### config.mk
export PLATFORM = sky130hd
export DESIGN_NAME = stli_cell
export DESIGN_NICKNAME = d
export VERILOG_FILES = /design/src/stli_pkg.sv /design/src/stli_cell.sv
export SDC_FILE = /design/constraint.sdc
export NUM_CORES = 1
export LEC_CHECK = 0
export BUFFER_PORTS_ARGS = -buffer_cell sky130_fd_sc_hd__buf_2
export CAP_MARGIN = 40
export CORE_MARGIN = 4
export CORE_UTILIZATION = 49
export DETAILED_ROUTE_END_ITERATION = 10
export PLACE_DENSITY = 0.82
export SYNTH_ARGS = -nofsm -noshare
export SYNTH_HDL_FRONTEND = slang
export SYNTH_SLANG_ARGS = --single-unit
export TNS_END_PERCENT = 30
### constraint.sdc
create_clock -name clk -period 5.2 [get_ports clk]
set_clock_uncertainty 0.15 [all_clocks]
set_input_delay 0.78 -clock clk [delete_from_list [all_inputs] [get_ports clk]]
set_output_delay 0.78 -clock clk [all_outputs]
set_load 0.02 [all_outputs]
### src/stli_pkg.sv
`timescale 1ns / 1ps
`default_nettype none
// ----------------------------------------------------------------------------
// stli_pkg: shared types and constants
// Command codes, word structs and cell link types for the sorted table.
// ----------------------------------------------------------------------------
package stli_pkg;

  localparam int TableDepth = 32;
  localparam int DataWidth  = 16;
  localparam int CountWidth = 6;
  localparam int IdxWidth   = $clog2(TableDepth);

  typedef enum logic [1:0] {
    CMD_CLEAR = 2'd0,
    CMD_ADD   = 2'd1,
    CMD_SORT  = 2'd2,
    CMD_QUERY = 2'd3
  } cmd_t;

  typedef enum logic [2:0] {
    ST_IDLE,
    ST_SCAN,
    ST_MUL,
    ST_DIV,
    ST_DONE
  } state_t;

  typedef struct packed {
    logic [1:0]                  command;
    logic signed [DataWidth-1:0] key_in;
    logic signed [DataWidth-1:0] value_in;
  } in_word_t;

  typedef struct packed {
    logic signed [DataWidth-1:0] result_value;
    logic                        status;
    logic [CountWidth-1:0]       entry_count;
  } out_word_t;

  // control broadcast from the sequencer to every cell
  typedef struct packed {
    logic                        ins;    // insert pass
    logic                        shift;  // rotate row by one for scan
    logic signed [DataWidth-1:0] key;
    logic signed [DataWidth-1:0] val;
  } cell_ctl_t;

  // entry handed between neighbors
  typedef struct packed {
    logic signed [DataWidth-1:0] key;
    logic signed [DataWidth-1:0] val;
  } entry_t;

endpackage
`default_nettype wire

### src/stli_cell.sv
`timescale 1ns / 1ps
`default_nettype none
// ----------------------------------------------------------------------------
// stli_cell: one table slot
// Holds one entry. On insert, takes the left neighbor's entry or the new one
// so the row stays in key order; on scan, rotates the row toward slot 0.
// ----------------------------------------------------------------------------
module stli_cell (
  input  wire logic                clk,
  input  wire stli_pkg::cell_ctl_t ctl,
  input  wire logic                used,       // this slot holds an entry
  input  wire logic                left_used,
  input  wire stli_pkg::entry_t    left_ent,
  input  wire stli_pkg::entry_t    right_ent,
  output      stli_pkg::entry_t    ent
);
  import stli_pkg::*;

  logic gt_self;
  logic gt_left;

  assign gt_self = used && (ent.key > ctl.key);
  assign gt_left = left_used && (left_ent.key > ctl.key);

  always_ff @(posedge clk) begin
    if (ctl.ins) begin
      // shift up when left is bigger, take the new word at the boundary
      if (gt_left) begin
        ent <= left_ent;
      end else if (gt_self || !used) begin
        ent.key <= ctl.key;
        ent.val <= ctl.val;
      end
    end else if (ctl.shift) begin
      ent <= right_ent;
    end
  end

endmodule
`default_nettype wire

==> reports/results.tsv <==
stage	metric	value	unit
power_and_ir_drop	P_leak	1.830	nW
clock_tree	TritonCTS clock tree	yes	
routing	# DRC	0	
power_and_ir_drop	Reg power frac	40.5	%
power_and_ir_drop	Switching Share	34.83	%
floorplan	core box area	5956	sq um
logic_synthesis	sequential area share after synthesis	31.80	%
logic_synthesis	Seq cells post-synth	32	
final_layout	commonest cells after routing, fill and taps aside	buf_2 (131), inv_1 (50), nand4_1 (36)	
placement	port bufs	132	
min_path	Worst Hold Class	in2reg	
global_route	first-pass GRT wire length	13.08	mm
sta	Max transition margin	61.09	%
final_layout	Layout area overhead	25.59	%
global_route	largest net degree at the start of global routing	51	
clock_tree	H-tree level count	2	
clock_tree	CTS Buffer Depth	2	
logic_synthesis	cells after synthesis	319	
placement	hpwl dp	6.413	mm
routing	routed vias	2853	
logic_synthesis	synthesized net count	452	
logic_synthesis	Ys Warns	0	
power_and_ir_drop	switching pwr	295.9	uW
floorplan	Die Width	86.53	um
floorplan	row count	28	
clock_tree	clk_lat worst skew	0.28	ns
final_layout	layout cells sized above 1	40.87	%
power_and_ir_drop	clock share of power	21.4	%
clock_tree	CTS resizes	0	
critical_path	worst-path fanout max	34	
global_route	number of global-route vias before repair	2926	
global_route	total grt overflow	0	
critical_path	CP arrival	3.46	ns
placement	final RePlAce weighted congestion	0.8718	
floorplan	die height	86.53	um
floorplan	IO Pins	133	
critical_path	path type of the worst setup path	in2reg	
sta	setup tns final	0	ns
logic_synthesis	largest area contributor in the netlist	edfxtp_1	
logic_synthesis	synthesized area per cell	9.472	sq um
run_status	status	finished, final reports clean	
routing	vias per cell	5.561	
critical_path	Critical Path RT	5.01	ns
final_layout	nets	570	
sta	Final Critical Period	3.653	ns
sta	setup violators final	0	
critical_path	CP Cell Sequence	buf_2, inv_1, ha_1, and3_4, a221oi_2, a2bb2oi_2, a31o_1, buf_4, nand3_1, a31oi_4, buf_4	
floorplan	DIE AREA	7487	sq um
global_route	global router's overall resource usage	22.04	%
clock_tree	root buffer cell	clkbuf_8	
final_layout	antenna diode instance count	0	
job	max-capacitance violation count	0	
final_layout	biggest regs	ent x32	
critical_path	slowest cell on the critical path	a31oi_4	
logic_synthesis	number of library cell types mapped by synthesis	31	
clock_tree	Reg clk slew, reported paths	0.07	ns
sta	endpoints failing hold	0	
final_layout	Largest Register	ent	
final_layout	Largest register FFs	32	
final_layout	most common cell after layout, fill and taps aside	buf_2	
power_and_ir_drop	internal power	553.6	uW
power_and_ir_drop	worst vdd ir	0.1134	mV
routing	Detail Route Antenna Nets	0	
final_layout	final core utilization	63.72	%
sta	worst-margin pin slew	0.5837	ns
global_route	initial antenna violation count	0	
critical_path	Crit. End Element	flip-flop	
routing	initial drt markers	150	
routing	Routed wire per std cell	16.03	um
clock_tree	postcts setup bufs	0	
routing	drt pass-1 iters	5	
logic_synthesis	top cells by area, synth	edfxtp_1 (32%), o221ai_2 (15%), ha_1 (13%), nand4_1 (7.5%), and2_1 (6.6%)	
critical_path	crit start category	input port	
sta	final worst-path cycle share	70.25	%
sta	Max Freq	273.7	MHz
sta	max-slew violation count	0	
routing	Routed WL	8.225	mm
power_and_ir_drop	pwr dens	223.9	nW/um^2
sta	RSZ-0062 raised after global routing	no	
critical_path	Max stage delay on crit path	0.43	ns
critical_path	cell mode on critical path	buf_4	
clock_tree	hold buffers post-CTS	0	
logic_synthesis	Yosys top cell area share	31.80	%
floorplan	initial cell density of the core	50.74	%
power_and_ir_drop	Comb pwr share	38.1	%
logic_synthesis	Syn Std Cell Area	3022	sq um
clock_tree	Inserted Clock Buffers	5	
clock_tree	clk sinks	32	
==> worst max-delay path: cells and delay by family <==
family	cells	cell delay (ns)
simple gates	2	0.39
buf+inv	4	0.85
compound gates	4	1.09
fa+ha+maj	1	0.33
==> power by group through the flow <==
stage                     sequential [mW]  combinational (mW)  clock (mW)
after floorplan                     0.394               0.170           0
after detailed placement            0.349               0.325           0
after CTS                           0.344               0.326       0.187
final                               0.344               0.323       0.182
after global placement              0.350               0.312           0
after global routing                0.348               0.359       0.197
==> layer usage <==
metal / global-route usage (%) / vias up / wire length, um
li1: - / 1418 / -
met3: 4.848 / 12 / 527
met2: 39.71 / 108 / 4411
met1: 25.82 / 1315 / 3158
met4: 7.224 / 0 / 128
met5: 0 / - / 0
==> area by class of cell <==
cell class	instances	area [sq um]
Clock buffer	7	76.32
Clock inverter	1	3.754
Fill cell	493	2161
Inverter	50	187.7
Multi-Input combinational cell	211	1759
Sequential cell	32	960.9
Tap cell	75	93.84
Timing Repair Buffer	137	713.2
==> per-stage QoR <==
stage | setup WS [ns] | std cells | hold WS [ns] | power [mW] | cell area [sq um]
final | 1.547 | 513 | 0.7038 | 0.8495 | 3795
after floorplan | 0.8561 | 319 | 0.8879 | 0.5642 | 3022
after CTS | 1.530 | 513 | 0.6965 | 0.8564 | 3795
after detailed placement | 1.250 | 505 | 0.9904 | 0.6742 | 3715
after global placement | 1.345 | 504 | 0.9861 | 0.6619 | 3695
after global routing | 1.353 | 513 | 0.7075 | 0.9033 | 3795
==> cells in the mapped netlist <==
| cell | n |
|---|---|
| inv_1 | 50 |
| nand4_1 | 36 |
| nand2_1 | 35 |
| and2_1 | 32 |
| edfxtp_1 | 32 |
| ha_1 | 32 |
| o221ai_2 | 30 |
| clkbuf_1 | 21 |
| a21oi_1 | 7 |
| nor2b_1 | 6 |
| a21o_1 | 5 |
| buf_6 | 4 |
| a31oi_1 | 3 |
| o21ai_0 | 3 |
| and3_4 | 2 |
| and4_1 | 2 |
| nand3_1 | 2 |
| o211ai_1 | 2 |
| o21a_1 | 2 |
| o221ai_1 | 2 |
| a2111oi_0 | 1 |
| a221oi_2 | 1 |
| a2bb2oi_2 | 1 |
| a31o_1 | 1 |
| and3_1 | 1 |
| and4_4 | 1 |
| buf_2 | 1 |
| nand4_2 | 1 |
| nor2_1 | 1 |
| o31ai_1 | 1 |
| or3_1 | 1 |
==> cell families after synthesis <==
| logic type | Yosys count | share of synthesized area (%) |
|---|---|---|
| and+or+nand+nor | 120 | 22.65 |
| buffers and inverters | 76 | 10.48 |
| AOI/OAI and AO/OA | 59 | 21.82 |
| adders and majority gates | 32 | 13.25 |
| DFF | 32 | 31.80 |
==> worst paths after layout <==
path	from	endpoint	slack (ns)	cells after the start
min reg2reg	ent[31]	ent[24]	1.16	3
max	ctl[23]	ent[21]	1.55	11
min	ctl[3]	ent[3]	0.70	3
max reg2reg	ent[31]	ent[21]	2.30	8
(Power assumes the default switching activity.)
