## src/stli_pkg.sv

```systemverilog
`timescale 1ns / 1ps
`default_nettype none
// ----------------------------------------------------------------------------
// stli_pkg: shared types and constants
// Command codes, word structs and cell link types for the sorted table.
// ----------------------------------------------------------------------------
package stli_pkg;

  localparam int TableDepth = 32;
  localparam int DataWidth  = 16;
  localparam int CountWidth = 6;
  localparam int IdxWidth   = $clog2(TableDepth);

  typedef enum logic [1:0] {
    CMD_CLEAR = 2'd0,
    CMD_ADD   = 2'd1,
    CMD_SORT  = 2'd2,
    CMD_QUERY = 2'd3
  } cmd_t;

  typedef enum logic [2:0] {
    ST_IDLE,
    ST_SCAN,
    ST_MUL,
    ST_DIV,
    ST_DONE
  } state_t;

  typedef struct packed {
    logic [1:0]                  command;
    logic signed [DataWidth-1:0] key_in;
    logic signed [DataWidth-1:0] value_in;
  } in_word_t;

  typedef struct packed {
    logic signed [DataWidth-1:0] result_value;
    logic                        status;
    logic [CountWidth-1:0]       entry_count;
  } out_word_t;

  // control broadcast from the sequencer to every cell
  typedef struct packed {
    logic                        ins;    // insert pass
    logic                        shift;  // rotate row by one for scan
    logic signed [DataWidth-1:0] key;
    logic signed [DataWidth-1:0] val;
  } cell_ctl_t;

  // entry handed between neighbors
  typedef struct packed {
    logic signed [DataWidth-1:0] key;
    logic signed [DataWidth-1:0] val;
  } entry_t;

endpackage
`default_nettype wire

```

## src/stli_div.sv

```systemverilog
`timescale 1ns / 1ps
`default_nettype none
// ----------------------------------------------------------------------------
// stli_div: restoring divider
// Unsigned 34 by 17 bit division, one quotient bit per cycle.
// ----------------------------------------------------------------------------
module stli_div (
  input  wire logic                                clk,
  input  wire logic                                rst,
  input  wire logic                                go,
  input  wire logic [2*stli_pkg::DataWidth+1:0]    num,
  input  wire logic [stli_pkg::DataWidth:0]        den,
  output      logic                                done,
  output      logic [2*stli_pkg::DataWidth+1:0]    quo
);
  import stli_pkg::*;

  localparam int NW = 2*DataWidth+2;
  localparam int DW = DataWidth+1;

  logic [DW:0]            rem;
  logic [DW-1:0]          dvs;
  logic [$clog2(NW+1)-1:0] cnt;
  logic                   run;
  logic [DW:0]            trial;
  logic [DW:0]            diff;

  assign trial = {rem[DW-1:0], quo[NW-1]};
  assign diff  = trial - {1'b0, dvs};

  always_ff @(posedge clk) begin
    if (rst) begin
      run  <= 1'b0;
      done <= 1'b0;
      cnt  <= '0;
    end else begin
      done <= 1'b0;
      if (go) begin
        run <= 1'b1;
        cnt <= ($clog2(NW+1))'(NW);
      end else if (run) begin
        cnt <= cnt - 1'b1;
        if (cnt == ($clog2(NW+1))'(1)) begin
          run  <= 1'b0;
          done <= 1'b1;
        end
      end
    end
  end

  always_ff @(posedge clk) begin
    if (go) begin
      rem <= '0;
      quo <= num;
      dvs <= den;
    end else if (run) begin
      if (!diff[DW]) begin
        rem <= diff;
        quo <= {quo[NW-2:0], 1'b1};
      end else begin
        rem <= trial;
        quo <= {quo[NW-2:0], 1'b0};
      end
    end
  end

endmodule
`default_nettype wire

```

## config.mk

```make
export PLATFORM = sky130hd
export DESIGN_NAME = stli_div
export DESIGN_NICKNAME = d
export VERILOG_FILES = /design/src/stli_pkg.sv /design/src/stli_div.sv
export SDC_FILE = /design/constraint.sdc
export NUM_CORES = 1
export LEC_CHECK = 0
export BUFFER_PORTS_ARGS = -buffer_cell sky130_fd_sc_hd__buf_2
export CORE_ASPECT_RATIO = 1.5
export CORE_MARGIN = 4
export CORE_UTILIZATION = 40
export CTS_CLUSTER_DIAMETER = 80
export DETAILED_ROUTE_END_ITERATION = 7
export GPL_ROUTABILITY_DRIVEN = 0
export GPL_TIMING_DRIVEN = 0
export PLACE_DENSITY_LB_ADDON = 0.25
export SETUP_SLACK_MARGIN = 0.05
export SYNTH_ARGS = -nofsm -noshare
export SYNTH_HDL_FRONTEND = slang
export SYNTH_SLANG_ARGS = --single-unit
```

## constraint.sdc

```tcl
create_clock -name clk -period 4.4 [get_ports clk]
set_input_delay 0.44 -clock clk [delete_from_list [all_inputs] [get_ports clk]]
set_output_delay 0.44 -clock clk [all_outputs]
set_load 0.05 [all_outputs]
```

==> metrics.log <==
INFO  metric status = completed
INFO  metric crit_path_start_kind = flip-flop
INFO  metric top_signal_layer_used = met4
INFO  metric via_count = 3,410
INFO  metric first_global_vias = 3,628
INFO  metric synth.net_count = 462
INFO  metric avgSynthCellArea = 10.6 um2
INFO  metric crit_required = 4.64 ns
INFO  metric count_of_final_hold_check_violations = 0
INFO  metric achievable-frequency = 0.323 GHz
INFO  metric num-fill-cells = 926
INFO  metric post_layout_nonfiller_instances = 608
INFO  metric dp_hpwl = 7.81 mm
INFO  metric synthesis.yosys.warnings = 0
INFO  metric layout_worst_path_cycle_share = 70.3%
INFO  metric seq_total_area_yosys = 49.3%
INFO  metric drc = 0
INFO  metric rsz0062_at_grt = false
INFO  metric clk_pin_slew = 0.06 ns
INFO  metric clock_sinks = 76
INFO  metric share_of_async_settable_or_async_resettable_flops_after_synthesis = 0%
INFO  metric path_class = flip-flop to flip-flop
INFO  metric regArea = 2030 um2
INFO  metric std_cell_rows = 45
INFO  metric m1WireLength = 4.07 mm
INFO  metric tritoncts.num_buffers = 9
INFO  metric groute.usage.overall = 17.7%
INFO  metric clk_path_buf_depth = 2
INFO  metric synth-seq-cells = 76
INFO  metric yosysTopAreaCellShare = 37.1%
INFO  metric timing.max_slew.rel_slack = 47.2%
INFO  metric crit_fanout = 10
INFO  metric htreeDepth = 3
INFO  metric layout_min_cycle_time = 3.10 ns
INFO  metric end_kind = flip-flop
INFO  metric core_footprint = 10,100 um2
INFO  metric dpl.cell_count = 592
INFO  metric antenna-diode-count = 0
INFO  metric grt_overflow = 0
INFO  metric timing.setup.tns = 0 ns
INFO  metric slew_viol_final = 0
INFO  metric report.final.setup_viol = 0
INFO  metric vdd_drop_max = 0.000238 V
INFO  metric drive_gt1_share = 30.5%
INFO  metric cts_root_buf = sky130_fd_sc_hd__clkbuf_16
INFO  metric synth_to_final_area_change = 20.6%
INFO  metric drtPass1Iterations = 4
INFO  metric multiInputGateArea = 1930 um2
INFO  metric insertion_delay = 0.33 ns
INFO  metric initialDrtViolationCount = 182
INFO  metric fp.dieArea = 12,000 um2
INFO  metric finish.net_count = 560
INFO  metric fp.dieW = 90.9 um
INFO  metric post_cts_setup_buffer_count = 0
INFO  metric worstPathArrival = 3.33 ns
INFO  metric post_synth_instance_area = 4120 um2
INFO  metric pin_count_of_the_biggest_net_entering_global_routing = 35
INFO  metric postRouteWirelength = 10.3 mm
INFO  metric route.detailed.wl_per_inst = 16.9 um
INFO  metric cap_viol_max_count = 0
INFO  metric max_slew.worst_pin.slew = 0.791 ns
INFO  metric synth_area_leader_cell = sky130_fd_sc_hd__edfxtp_1
INFO  metric num_io_pins = 89
INFO  metric yosysUniqueCellTypes = 55
INFO  metric cts_resized = 0
INFO  metric primary_flip_flop_cell_chosen_by_synthesis_mapping = sky130_fd_sc_hd__edfxtp_1
INFO  metric grt_first_pass_wirelength = 17.1 mm
INFO  metric die_height = 132 um
INFO  metric cells_after_synthesis = 388
INFO  metric tritoncts = yes
INFO  metric port_buffers = 87
INFO  metric hold_path.class = input port to flip-flop
INFO  metric power-per-cell-area = 421 nW/um2
INFO  metric avgViaCountPerCell = 5.61
INFO  metric detail-route-antenna-nets = 0
INFO  metric holdBufCountCts = 0
INFO  metric power.static_leakage = 2.00 nW
INFO  metric synth-edff-count = 51
INFO  metric post_synth_main_area_contributors = sky130_fd_sc_hd__edfxtp_1 37%, sky130_fd_sc_hd__dfxtp_1 12%, sky130_fd_sc_hd__mux2_2 9.0%, sky130_fd_sc_hd__ha_1 5.8%, sky130_fd_sc_hd__o21ai_0 3.2%
INFO  metric start_util = 40.9%
INFO  metric route.met3.wl = 705 um
INFO  metric fin_worst_skew = 0.00631 ns
INFO  metric initial_antenna_violation_count = 0
INFO  metric total_length_of_routed_met2_wires = 5.24 mm
critical path, stage by stage, from the launching register on:
cell and delay, ns:
sky130_fd_sc_hd__dfxtp_1 0.34, sky130_fd_sc_hd__ha_1 0.40, sky130_fd_sc_hd__a21oi_2 0.17, sky130_fd_sc_hd__o21ai_1 0.14
sky130_fd_sc_hd__a221o_1 0.45, sky130_fd_sc_hd__nor4_2 0.62, sky130_fd_sc_hd__clkbuf_1 0.43, sky130_fd_sc_hd__o21ai_0 0.14
sky130_fd_sc_hd__a311oi_1 0.30
power by group:
| part | internal (mW) | leakage, nW | switching, mW |
|---|---|---|---|
| clock network | 0.378 | 0.131 | 0.294 |
| logic | 0.186 | 1.16 | 0.355 |
| registers | 0.841 | 0.715 | 0.0380 |
| total | 1.40 | 2.00 | 0.687 |
layout make-up:
type | instances | area share, %
Buffer | 20 | 1.64
Clock buffer | 9 | 4.53
Clock inverter | 7 | 0.881
Inverter | 22 | 1.66
Multi-Input combinational cell | 270 | 38.7
Sequential cell | 76 | 40.9
Tap cell | 117 | 2.94
Timing Repair Buffer | 87 | 8.75
worst paths after layout:
kind | from | end | slack, ns | depth (start not counted)
hold reg to reg | rem[2]$_SDFFE_PP0P_ | rem[2]$_SDFFE_PP0P_ | 0.51 | 2
setup reg to reg | rem[11]$_SDFFE_PP0P_ | rem[4]$_SDFFE_PP0P_ | 1.30 | 8
hold / removal | den[9] | dvs[9]$_DFFE_PP_ | 0.28 | 1
setup / recovery | rem[11]$_SDFFE_PP0P_ | rem[4]$_SDFFE_PP0P_ | 1.30 | 8
cell usage in the layout (no fill, tap or decap), types with 3 or more instances in the layout:
cell                        Yosys  routed
sky130_fd_sc_hd__a311oi_1      11      11
sky130_fd_sc_hd__xor2_1         4       4
sky130_fd_sc_hd__nor3_1        10      10
sky130_fd_sc_hd__nand3_1       10      10
sky130_fd_sc_hd__xnor2_1        8       8
sky130_fd_sc_hd__clkbuf_16      0       9
sky130_fd_sc_hd__buf_2          5      92
sky130_fd_sc_hd__a31oi_1        3       3
sky130_fd_sc_hd__o211ai_1       3       3
sky130_fd_sc_hd__a21oi_1       18      18
sky130_fd_sc_hd__clkbuf_1      10      10
sky130_fd_sc_hd__a211oi_1       4       4
sky130_fd_sc_hd__or3_1          4       4
sky130_fd_sc_hd__nand4_1        6       6
sky130_fd_sc_hd__edfxtp_1      51      51
sky130_fd_sc_hd__mux2_2        33      33
sky130_fd_sc_hd__nand2_1       24      24
sky130_fd_sc_hd__nor4_1         3       3
sky130_fd_sc_hd__nand2b_1       6       6
sky130_fd_sc_hd__buf_1          5       5
sky130_fd_sc_hd__dfxtp_1       25      25
sky130_fd_sc_hd__clkinv_2       0       4
sky130_fd_sc_hd__a21o_1         5       5
sky130_fd_sc_hd__o21ai_0       26      26
sky130_fd_sc_hd__o21a_1         4       4
sky130_fd_sc_hd__ha_1          19      19
sky130_fd_sc_hd__nor2_1        33      33
sky130_fd_sc_hd__inv_1         21      21
through the flow:
step	power, mW	util, %	setup slack, ns	cell area [um2]	hold slack (ns)
floorplan	1.29	-	1.77	4120	0.469
global placement	1.42	46.7	1.42	4700	0.491
detailed placement	1.43	46.7	1.36	4700	0.500
CTS	2.11	49.3	1.33	4970	0.268
global route	2.20	49.3	1.06	4970	0.270
finish	2.09	49.3	1.30	4970	0.279
flip-flops by register name (all words and copies together), names as in the netlist:
signal and flops:
done 1, quo 34, dvs 17, cnt 6
run 1, rem 17
synthesized netlist by cell type (2+ instances only):
| cell | number |
|---|---|
| sky130_fd_sc_hd__inv_1 | 21 |
| sky130_fd_sc_hd__xnor2_1 | 8 |
| sky130_fd_sc_hd__o21a_1 | 4 |
| sky130_fd_sc_hd__a311oi_1 | 11 |
| sky130_fd_sc_hd__a21oi_2 | 2 |
| sky130_fd_sc_hd__and4_1 | 2 |
| sky130_fd_sc_hd__xor2_1 | 4 |
| sky130_fd_sc_hd__a31oi_1 | 3 |
| sky130_fd_sc_hd__or4_1 | 2 |
| sky130_fd_sc_hd__buf_1 | 5 |
| sky130_fd_sc_hd__nand2_1 | 24 |
| sky130_fd_sc_hd__o21ai_0 | 26 |
| sky130_fd_sc_hd__o211ai_1 | 3 |
| sky130_fd_sc_hd__o311a_1 | 2 |
| sky130_fd_sc_hd__buf_2 | 5 |
| sky130_fd_sc_hd__or3_1 | 4 |
| sky130_fd_sc_hd__a21o_1 | 5 |
| sky130_fd_sc_hd__edfxtp_1 | 51 |
| sky130_fd_sc_hd__nand3_1 | 10 |
| sky130_fd_sc_hd__clkbuf_1 | 10 |
| sky130_fd_sc_hd__o2111ai_1 | 2 |
| sky130_fd_sc_hd__ha_1 | 19 |
| sky130_fd_sc_hd__nor3b_1 | 2 |
| sky130_fd_sc_hd__nor3_1 | 10 |
| sky130_fd_sc_hd__nor4_1 | 3 |
| sky130_fd_sc_hd__a211oi_1 | 4 |
| sky130_fd_sc_hd__nor2_1 | 33 |
| sky130_fd_sc_hd__a21boi_0 | 2 |
| sky130_fd_sc_hd__or2_2 | 2 |
| sky130_fd_sc_hd__a21oi_1 | 18 |
| sky130_fd_sc_hd__nand2b_1 | 6 |
| sky130_fd_sc_hd__mux2_2 | 33 |
| sky130_fd_sc_hd__dfxtp_1 | 25 |
| sky130_fd_sc_hd__nand4_1 | 6 |
cells by family after synthesis:
logic type / count (synthesis) / synth area share, %
buffers and inverters: 42 / 3.98
adder cells (fa/ha/maj): 20 / 6.25
XOR/XNOR: 12 / 2.55
AO/OA/AOI/OAI: 94 / 15.5
flip-flops: 76 / 49.3
AND/OR/NAND/NOR: 111 / 13.4
multiplexers: 33 / 9.01
metal layers:
metal / up-vias / global-route usage, %
met5: - / 0
met4: 0 / 7.30
met3: 16 / 5.65
met2: 111 / 31.6
met1: 1632 / 19.1
li1: 1651 / -
Note: power is estimated with default switching activity, not from simulation.
